File: config.mk
export PLATFORM = sky130hd
export DESIGN_NAME = fp32_fp16_bf16_converter_unit
export DESIGN_NICKNAME = d
export VERILOG_FILES = /design/src/hdl/fpcvt_pkg.sv /design/src/hdl/fp32_fp16_bf16_converter_unit.sv
export SDC_FILE = /design/constraint.sdc
export NUM_CORES = 1
export LEC_CHECK = 0
export ABC_AREA = 1
export BUFFER_PORTS_ARGS = -buffer_cell sky130_fd_sc_hd__buf_2
export CORE_MARGIN = 4
export CORE_UTILIZATION = 49
export DETAILED_ROUTE_END_ITERATION = 10
export GPL_TIMING_DRIVEN = 0
export MAX_ROUTING_LAYER = met4
export PLACE_DENSITY = 0.79
export SLEW_MARGIN = 20
export SYNTH_ARGS = -nofsm -noshare
export SYNTH_HDL_FRONTEND = slang
export SYNTH_SLANG_ARGS = --single-unit
File: constraint.sdc
create_clock -name aclk -period 4.55 [get_ports aclk]
set_clock_uncertainty 0.05 [all_clocks]
set_input_delay 0.91 -clock aclk [delete_from_list [all_inputs] [get_ports aclk]]
set_output_delay 0.91 -clock aclk [all_outputs]
set_load 0.1 [all_outputs]
File: src/hdl/fpcvt_pkg.sv
// Package for the floating-point format converter.
// Holds the function codes and the conversion functions; no dependencies.
`default_nettype none
package fpcvt_pkg;

    typedef enum logic [1:0] {
        FUNC_H2S  = 2'd0,
        FUNC_S2H  = 2'd1,
        FUNC_B2S  = 2'd2,
        FUNC_S2B  = 2'd3
    } func_t;

    localparam int FUNC_W = 2;
    localparam int DATA_W = 32;

    function automatic logic [31:0] half_to_single(input logic [15:0] h);
        logic [4:0]  e;
        logic [9:0]  m;
        logic [3:0]  p;
        logic [9:0]  mn;
        logic [31:0] r;
        e = h[14:10];
        m = h[9:0];
        p = 4'd0;
        for (int i = 0; i < 10; i++) begin
            if (m[i]) begin
                p = 4'(i);
            end
        end
        mn = m << (4'd10 - p);
        if (e == 5'd0) begin
            if (m == 10'd0) begin
                r = {h[15], 31'd0};
            end else begin
                r = {h[15], 8'(8'd103 + 8'(p)), mn, 13'd0};
            end
        end else if (e == 5'd31) begin
            r = {h[15], 8'hff, m, 13'd0};
        end else begin
            r = {h[15], 8'(8'd112 + 8'(e)), m, 13'd0};
        end
        return r;
    endfunction

    function automatic logic [15:0] single_to_half(input logic [31:0] f);
        logic [30:0] mag;
        logic [7:0]  e;
        logic [7:0]  s;
        logic [23:0] mant;
        logic [23:0] q;
        logic [23:0] rem;
        logic [23:0] hlf;
        logic [23:0] msk;
        logic [15:0] base;
        logic [12:0] low;
        logic [14:0] o;
        mag  = f[30:0];
        e    = mag[30:23];
        s    = 8'd126 - e;
        mant = {1'b1, mag[22:0]};
        q    = mant >> s[4:0];
        msk  = (24'd1 << s[4:0]) - 24'd1;
        rem  = mant & msk;
        hlf  = 24'd1 << (s[4:0] - 5'd1);
        base = {1'b0, 5'(e - 8'd112), mag[22:13]};
        low  = mag[12:0];
        if (mag >= 31'((127 + 16) << 23)) begin
            o = (mag > 31'h7f800000) ? 15'h7e00 : 15'h7c00;
        end else if (mag < 31'(113 << 23)) begin
            if (e == 8'd0 || s > 8'd24) begin
                o = 15'd0;
            end else begin
                if (rem > hlf || (rem == hlf && q[0])) begin
                    q = q + 24'd1;
                end
                o = q[14:0];
            end
        end else begin
            if (low > 13'h1000 || (low == 13'h1000 && base[0])) begin
                base = base + 16'd1;
            end
            o = base[14:0];
        end
        return {f[31], o};
    endfunction

endpackage
`default_nettype wire

File: src/hdl/fp32_fp16_bf16_converter_unit.sv
// Top level of the floating-point format converter (single, half, bfloat16).
// Depends on fpcvt_pkg for function codes and conversion functions.
//
// Usage: the input channel (s_axis_*) carries one item per handshake: tuser
// holds the function code, tdata the 32-bit source pattern (16-bit sources
// in the low bits). The result channel (m_axis_*) carries the 32-bit
// converted pattern; 16-bit results sit in the low bits with the upper zero.
// An accepted item is registered at the input, converted by combinational
// logic and moved into the output register when that register is empty or
// its item is being taken; the result is offered from there. One item is
// accepted every cycle while the receiver takes results. When the receiver
// stalls, the output register holds its item and the input register keeps
// the next one; input ready drops only when both are full. Reset empties
// both registers; no result is pending.
`default_nettype none
module fp32_fp16_bf16_converter_unit
    import fpcvt_pkg::*;
(
    input  wire logic        aclk,
    input  wire logic        aresetn,
    input  wire logic        s_axis_tvalid,
    output logic             s_axis_tready,
    input  wire logic [31:0] s_axis_tdata,  // operand[31:0]
    input  wire logic [1:0]  s_axis_tuser,  // func[1:0]
    output logic             m_axis_tvalid,
    input  wire logic        m_axis_tready,
    output logic [31:0]      m_axis_tdata   // converted[31:0]
);

    logic        in_vld_reg;
    logic [31:0] in_data_reg;
    func_t       in_func_reg;
    logic        out_vld_reg;
    logic [31:0] out_data_reg;
    logic        adv;
    logic [31:0] result;

    assign adv           = in_vld_reg && (!out_vld_reg || m_axis_tready);
    assign s_axis_tready = !in_vld_reg || adv;
    assign m_axis_tvalid = out_vld_reg;
    assign m_axis_tdata  = out_data_reg;

    always_comb begin
        case (in_func_reg)
            FUNC_H2S: result = half_to_single(in_data_reg[15:0]);
            FUNC_S2H: result = {16'd0, single_to_half(in_data_reg)};
            FUNC_B2S: result = {in_data_reg[15:0], 16'd0};
            default:  result = {16'd0, in_data_reg[31:16]};
        endcase
    end

    always_ff @(posedge aclk) begin
        if (!aresetn) begin
            in_vld_reg  <= 1'b0;
            out_vld_reg <= 1'b0;
        end else begin
            if (s_axis_tready) begin
                in_vld_reg <= s_axis_tvalid;
            end
            if (adv) begin
                out_vld_reg <= 1'b1;
            end else if (m_axis_tready) begin
                out_vld_reg <= 1'b0;
            end
        end
    end

    always_ff @(posedge aclk) begin
        if (s_axis_tready && s_axis_tvalid) begin
            in_data_reg <= s_axis_tdata;
            in_func_reg <= func_t'(s_axis_tuser);
        end
        if (adv) begin
            out_data_reg <= result;
        end
    end

    a_hold: assert property (@(posedge aclk) disable iff (!aresetn)
        m_axis_tvalid && !m_axis_tready |=> m_axis_tvalid && $stable(m_axis_tdata))
        else $error("result changed while stalled");
    a_ready: assert property (@(posedge aclk) disable iff (!aresetn)
        !s_axis_tready |-> in_vld_reg && out_vld_reg && !m_axis_tready)
        else $error("input stalled without a full pipeline");
    a_upper: assert property (@(posedge aclk) disable iff (!aresetn)
        adv && (in_func_reg == FUNC_S2H || in_func_reg == FUNC_S2B)
        |=> m_axis_tdata[31:16] == 16'd0)
        else $error("16-bit result with nonzero upper half");

endmodule
`default_nettype wire

* Yosys cells after proc, flatten, opt, wreduce, memory -nomap -nowiden
Cells that the tools add are included.
** Storage, ports and cells
- Register bits after elaboration :: 68
- Bits in latches :: 0
- Bits in writable memories :: 0
- ROM bits :: 0
- Input bits :: 38
- Output and inout bits :: 34
- Word-level logic and storage cells :: 68
- Memories kept :: 0
** Cells by class
- $add $sub $neg :: 9
- Multiply operators :: 0
- Divide/modulo/power cells :: 0
- Order comparisons :: 6
- Eq/ne operators :: 5
- Shift-type cells :: 4
- Multiplexer cells :: 22
- Bitwise logic cells :: 1
- Reduce and logical (&&, ||, !) cells :: 16
** Operators with widths (count)
- $pmux 32 s3 :: 1
- $mux 31 :: 3
- $mux 15 :: 5
- $shl 1x5->24 const A :: 2
- $mux 4 :: 9
- $ge 31x31->1 const B :: 1
- $gt 31x31->1 const B :: 1
- $lt 31x30->1 const B :: 1
- $add 15x1->15 const B :: 2
- $and 24x24->24 :: 1
- $eq 24x24->1 :: 1
- $gt 24x24->1 :: 1
- $shr 24x5->15 :: 1
- $sub 24x1->24 const B :: 1
- $eq 13x13->1 const B :: 1
- $gt 13x13->1 const B :: 1
- $logic_not 10->1 :: 1
- $mux 10 :: 1
- $shl 10x4->10 :: 1
- $add 7x4->8 const A :: 1
- $add 7x5->8 const A :: 1
- $gt 8x5->1 const B :: 1
- $logic_not 8->1 :: 1
- $sub 7x8->8 const A :: 1
- 13 further kinds :: 23

* Depth between registers and ports, before layout
- Depth after elaboration :: 15
- Depth in mapped cells :: 35

* Worst setup path after synthesis
No wires, ideal clock.
- Kind :: register -> register
- From :: reg in_data_reg[23]
- To :: reg out_data_reg[6] (netlist: m_axis_tdata[6]), data pin
- Arrival :: 4.143 ns
- Required time :: 4.248 ns
- Setup slack :: 0.105 ns
- Cell stages (with the launch flop) :: 25
- Path buffers :: 2
- Path through :: edfxtp_1 > ha_1 > ha_1 > buf_6 > clkbuf_1 > nor3_1 > nor2_1 > a21oi_1 > inv_1 > nor3_1 > nand2_1 > ha_1 > nand4_1 > nor2_1 > nand2_1 > nor2_1 > nor2_1 > nand3_1 > nand2_2 > nor2_1 > nand2_1 > o211ai_1 > nand2_1 > nand2_1 > nand2_1
** On the way
- Word-level cells in the longest chain between the ends :: 12
- Elaborated cells between the ends (all ways) :: 22
** RTL lines
- from (decl) :: RTL line fp32_fp16_bf16_converter_unit.sv:31 : logic [31:0] in_data_reg;
- from (signal assigned) :: RTL line fp32_fp16_bf16_converter_unit.sv:70 : in_data_reg <= s_axis_tdata;
- branches (longest 10 deep; another with $sub 24x1->24)
- $mux 15 * :: RTL line fpcvt_pkg.sv:67 : if (mag >= 31'((127 + 16) << 23)) begin
- $pmux 32 s3 * :: RTL line fp32_fp16_bf16_converter_unit.sv:44 : case (in_func_reg)
- named net result[6] :: RTL line fp32_fp16_bf16_converter_unit.sv:36 : logic [31:0] result;
- to (signal assigned) :: RTL line fp32_fp16_bf16_converter_unit.sv:74 : out_data_reg <= result;
- to (decl) :: RTL line fp32_fp16_bf16_converter_unit.sv:34 : logic [31:0] out_data_reg;
Mark *: on every way through the listed nets, which the timed path passes.
A chain may end at the register's enable or synchronous reset.

* Worst setup path after layout
- From :: reg in_data_reg[24]
- To :: reg out_data_reg[8] (netlist: m_axis_tdata[8]), data pin
** On the way
- Word-level cells in the longest chain between the ends :: 12
- Elaborated cells between the ends (all ways) :: 22
** RTL lines (RTL line)
- branches (longest 11 deep; another with $sub 24x1->24)
- $pmux 32 s3 * :: fp32_fp16_bf16_converter_unit.sv:44
- named net result[8] :: fp32_fp16_bf16_converter_unit.sv:36
Marked as above.

==> flow_metrics.py <==
metrics = {
    "drt": {
        "first_pass_iters": 9,
        "viasPerCell": 5.781,
        "via_count": 8168,
        "antenna_left": 0,
        "drc_errors": 0,
        "wirelength_um": 25730,
        "drt-wirelength-per-cell_um": 18.21,
        "drt_iter0_drc": 1035,
    },
    "final_layout": {
        "syn_to_final_growth_pct": 24.66,
        "layout_common_cells": "nand2_1 (328), nand3_1 (124), inv_1 (102)",
        "final_area_um2": 8823,
        "final_common_cell": "nand2_1",
        "layout.cells.non_filler": 1413,
        "diodes": 0,
        "drive_gt1_share_pct": 21.57,
        "fillers": 1288,
        "fin_nets": 1310,
        "fin_util_pct": 63.08,
    },
    "cts": {
        "htree_levels": 3,
        "clk_latency_ns": 0.35,
        "cts_sinks": 68,
        "clockBufferDepth": 2,
        "tritoncts": "built",
        "cts.clk_slew.worst_paths_ns": 0.06,
        "root_buffer": "clkbuf_16",
        "cts_buffers": 9,
    },
    "critical_path": {
        "critPathSlowestCell": "edfxtp_1",
        "r2r_slack_ns": -0.04,
        "reg2reg_to": "m_axis_tdata[8]",
        "r2r_cells": 31,
        "crit_type": "reg -> reg",
        "path_max_fanout": 7,
        "crit_path_max_incr_delay_ns": 0.48,
        "timing.critical_path.mode_cell": "nor2_2",
        "r2r_start": "in_data_reg[24]",
        "end_kind": "register",
        "crit_buf_inv": 5,
        "start_kind": "register",
        "cp.required_ns": 4.60,
        "path_delay_family": "simple AND/OR/NAND/NOR gates",
        "cp.arrival_ns": 4.64,
    },
    "synthesis": {
        "synth_area_um2": 7078,
        "ys_warn_count": 0,
        "seq_area_frac_synth_pct": 28.57,
        "ys_ff_latch": 68,
        "synthCells": 1103,
        "syn_nets": 1185,
        "yosysUniqueCellTypes": 42,
        "syn_area_per_cell_um2": 6.417,
    },
    "sta": {
        "hold_ws_ns": 0.4836,
        "rsz0062_at_grt": "yes",
        "fmax_ghz": 0.2178,
        "setup_viol": 6,
        "hold_viol": 0,
        "setup_tns_ns": -0.1277,
        "slew_headroom_pct": 46.43,
        "fin_crit_sh_pct": 100.9,
        "setup_ws_ns": -0.04079,
        "drv_slew": 0,
        "fin_crit_ns": 4.591,
        "worstMarginPinSlew_ns": 0.8024,
    },
    "floorplan": {
        "fp.dieH_um": 128.2,
        "start_util_pct": 50.60,
        "fp.dieW_um": 128.2,
        "core_area_um2": 13990,
        "rows": 43,
        "dieArea_um2": 16430,
        "pin_count": 72,
    },
    "power": {
        "p_sw_share_pct": 41.65,
        "clockPowerShare_pct": 28.4,
        "peakVddDrop_mv": 0.1909,
        "cellPowerDensity_nw_per_um2": 289.3,
        "power_leakage_nw": 4.096,
        "seqPwrFrac_pct": 30.1,
        "intPower_mw": 1.490,
        "total_power_mw": 2.553,
        "switchingPower_mw": 1.063,
        "pwr-share-comb_pct": 41.5,
    },
    "worst_hold_path": {
        "whs_path_depth": 2,
        "holdCritPathClass": "reg -> reg",
        "min_to": "m_axis_tvalid",
        "min_from": "m_axis_tvalid",
    },
    "global_routing": {
        "grt_usage_pct": 31.39,
        "grt-ovfl-total": 0,
        "grt_pass1_wl_um": 39100,
        "grt_max_degree": 35,
        "first_global_vias": 7301,
        "antenna_found_initial": 0,
    },
    "place": {
        "routabilityCongestion": 1.038,
        "detailed_place.area_um2": 7697,
        "numPlacedInstances": 1355,
        "place_ws_ns": -1.327,
        "dp_hpwl_um": 19130,
        "portBuffers": 71,
    },
    "status": {
        "violations": "negative setup slack",
        "outcome": "finished with violations",
    },
    "run": {
        "max_cap_viol_count": 0,
    },
}
-- metal layers --
layer	vias to the layer above	part of all wire (%)	GRT usage [%]	wire (µm)
met1	3722	42	42.86	10840
met5	-	0	-	0
met2	463	45	47.32	11530
met4	0	3.1	10.67	792
li1	3922	-	-	-
met3	61	10	5.208	2569
-- power groups by stage --
| stage | Sequential (mW) | Clock [mW] | Combinational [mW] |
|---|---|---|---|
| 2_1_floorplan | 0.876 | 0 | 0.554 |
| 3_3_place_gp | 0.782 | 0 | 0.875 |
| 3_5_place_dp | 0.782 | 0 | 0.880 |
| 4_1_cts | 0.766 | 0.727 | 0.944 |
| 5_1_grt | 0.770 | 0.758 | 1.15 |
| 6_report | 0.768 | 0.724 | 1.06 |
-- area by class of cell --
cell class                      count  area (µm²)  share of cell area, %
Tap cell                          180       225.2                  2.552
Clock inverter                      7       75.07                 0.8508
Inverter                          122       478.0                  5.417
Buffer                             25       180.2                  2.042
Multi-Input combinational cell    885        4857                  55.05
Timing Repair Buffer              117       760.7                  8.622
Sequential cell                    68        2022                  22.92
Clock buffer                        9       225.2                  2.552
-- cell usage after synthesis --
| library cell | count | area share [%] |
|---|---|---|
| nor2_1 | 117 | 6.2 |
| nor3_2 | 1 | 0.14 |
| a31oi_1 | 2 | 0.18 |
| or2_2 | 1 | 0.088 |
| inv_1 | 114 | 6.0 |
| a22oi_1 | 1 | 0.11 |
| o21a_1 | 3 | 0.32 |
| edfxtp_1 | 66 | 28 |
| nand3_1 | 129 | 9.1 |
| clkbuf_1 | 12 | 0.64 |
| nor2_2 | 11 | 0.97 |
| xnor2_1 | 1 | 0.12 |
| nand4_1 | 19 | 1.7 |
| o31ai_1 | 1 | 0.11 |
| dfxtp_1 | 2 | 0.57 |
| and2_1 | 1 | 0.088 |
| o21bai_1 | 3 | 0.32 |
| nor4_4 | 1 | 0.30 |
| o21ai_0 | 76 | 5.4 |
| clkinv_1 | 4 | 0.21 |
| buf_8 | 1 | 0.21 |
| inv_4 | 1 | 0.088 |
| inv_2 | 3 | 0.16 |
| nand3_2 | 5 | 0.71 |
| o21ai_1 | 8 | 0.57 |
| or2_1 | 1 | 0.088 |
| nor3_1 | 19 | 1.3 |
| buf_2 | 7 | 0.49 |
| o21ai_2 | 2 | 0.25 |
| nand2_1 | 343 | 18 |
| a21oi_1 | 52 | 3.7 |
| nand2_2 | 10 | 0.88 |
| buf_6 | 4 | 0.64 |
| buf_4 | 4 | 0.42 |
| nand3b_1 | 1 | 0.11 |
| o211ai_1 | 5 | 0.53 |
| o22ai_1 | 7 | 0.62 |
| ha_1 | 44 | 7.8 |
| nor4_1 | 4 | 0.35 |
| nor2_4 | 4 | 0.64 |
| xor2_1 | 11 | 1.4 |
| nand2_4 | 2 | 0.32 |
-- what timing repair did --
item	4_1_cts	5_1_grt
setup endpoints to repair	15	15
gates cloned	0	1
hold buffers	0	0
pin swaps	19	44
setup buffers	23	21
gates resized for setup	49	85
-- tightest hold or removal path, cell delays in order, from the launching register on --
cell,delay (ns)
dfxtp_1,0.35
nand2_1,0.09
a21oi_1,0.05
-- kinds of logic (layout without fill, tap and decap cells) --
logic type | Yosys count | after routing | synth area share [%]
compound gates | 160 | 160 | 12.04
xor+xnor | 12 | 12 | 1.485
fa+ha+maj | 44 | 44 | 7.778
buf+inv | 150 | 280 | 8.909
flops | 68 | 68 | 28.57
simple gates | 669 | 669 | 41.22
-- how the worst max path moves through the flow --
stage                                  end            start  slack (ns)  cells past startpoint
final                      m_axis_tdata[8]  in_data_reg[24]       -0.04                     31
after global routing       m_axis_tdata[6]  in_data_reg[24]       -0.21                     29
after CTS                 m_axis_tdata[10]  in_data_reg[23]       0.002                     33
after detailed placement  m_axis_tdata[10]  in_data_reg[23]       -1.33                     26
after global placement    m_axis_tdata[10]  in_data_reg[23]       -1.33                     26
after floorplan            m_axis_tdata[6]  in_data_reg[23]        0.10                     24
Power figures use the tool's default switching activity.
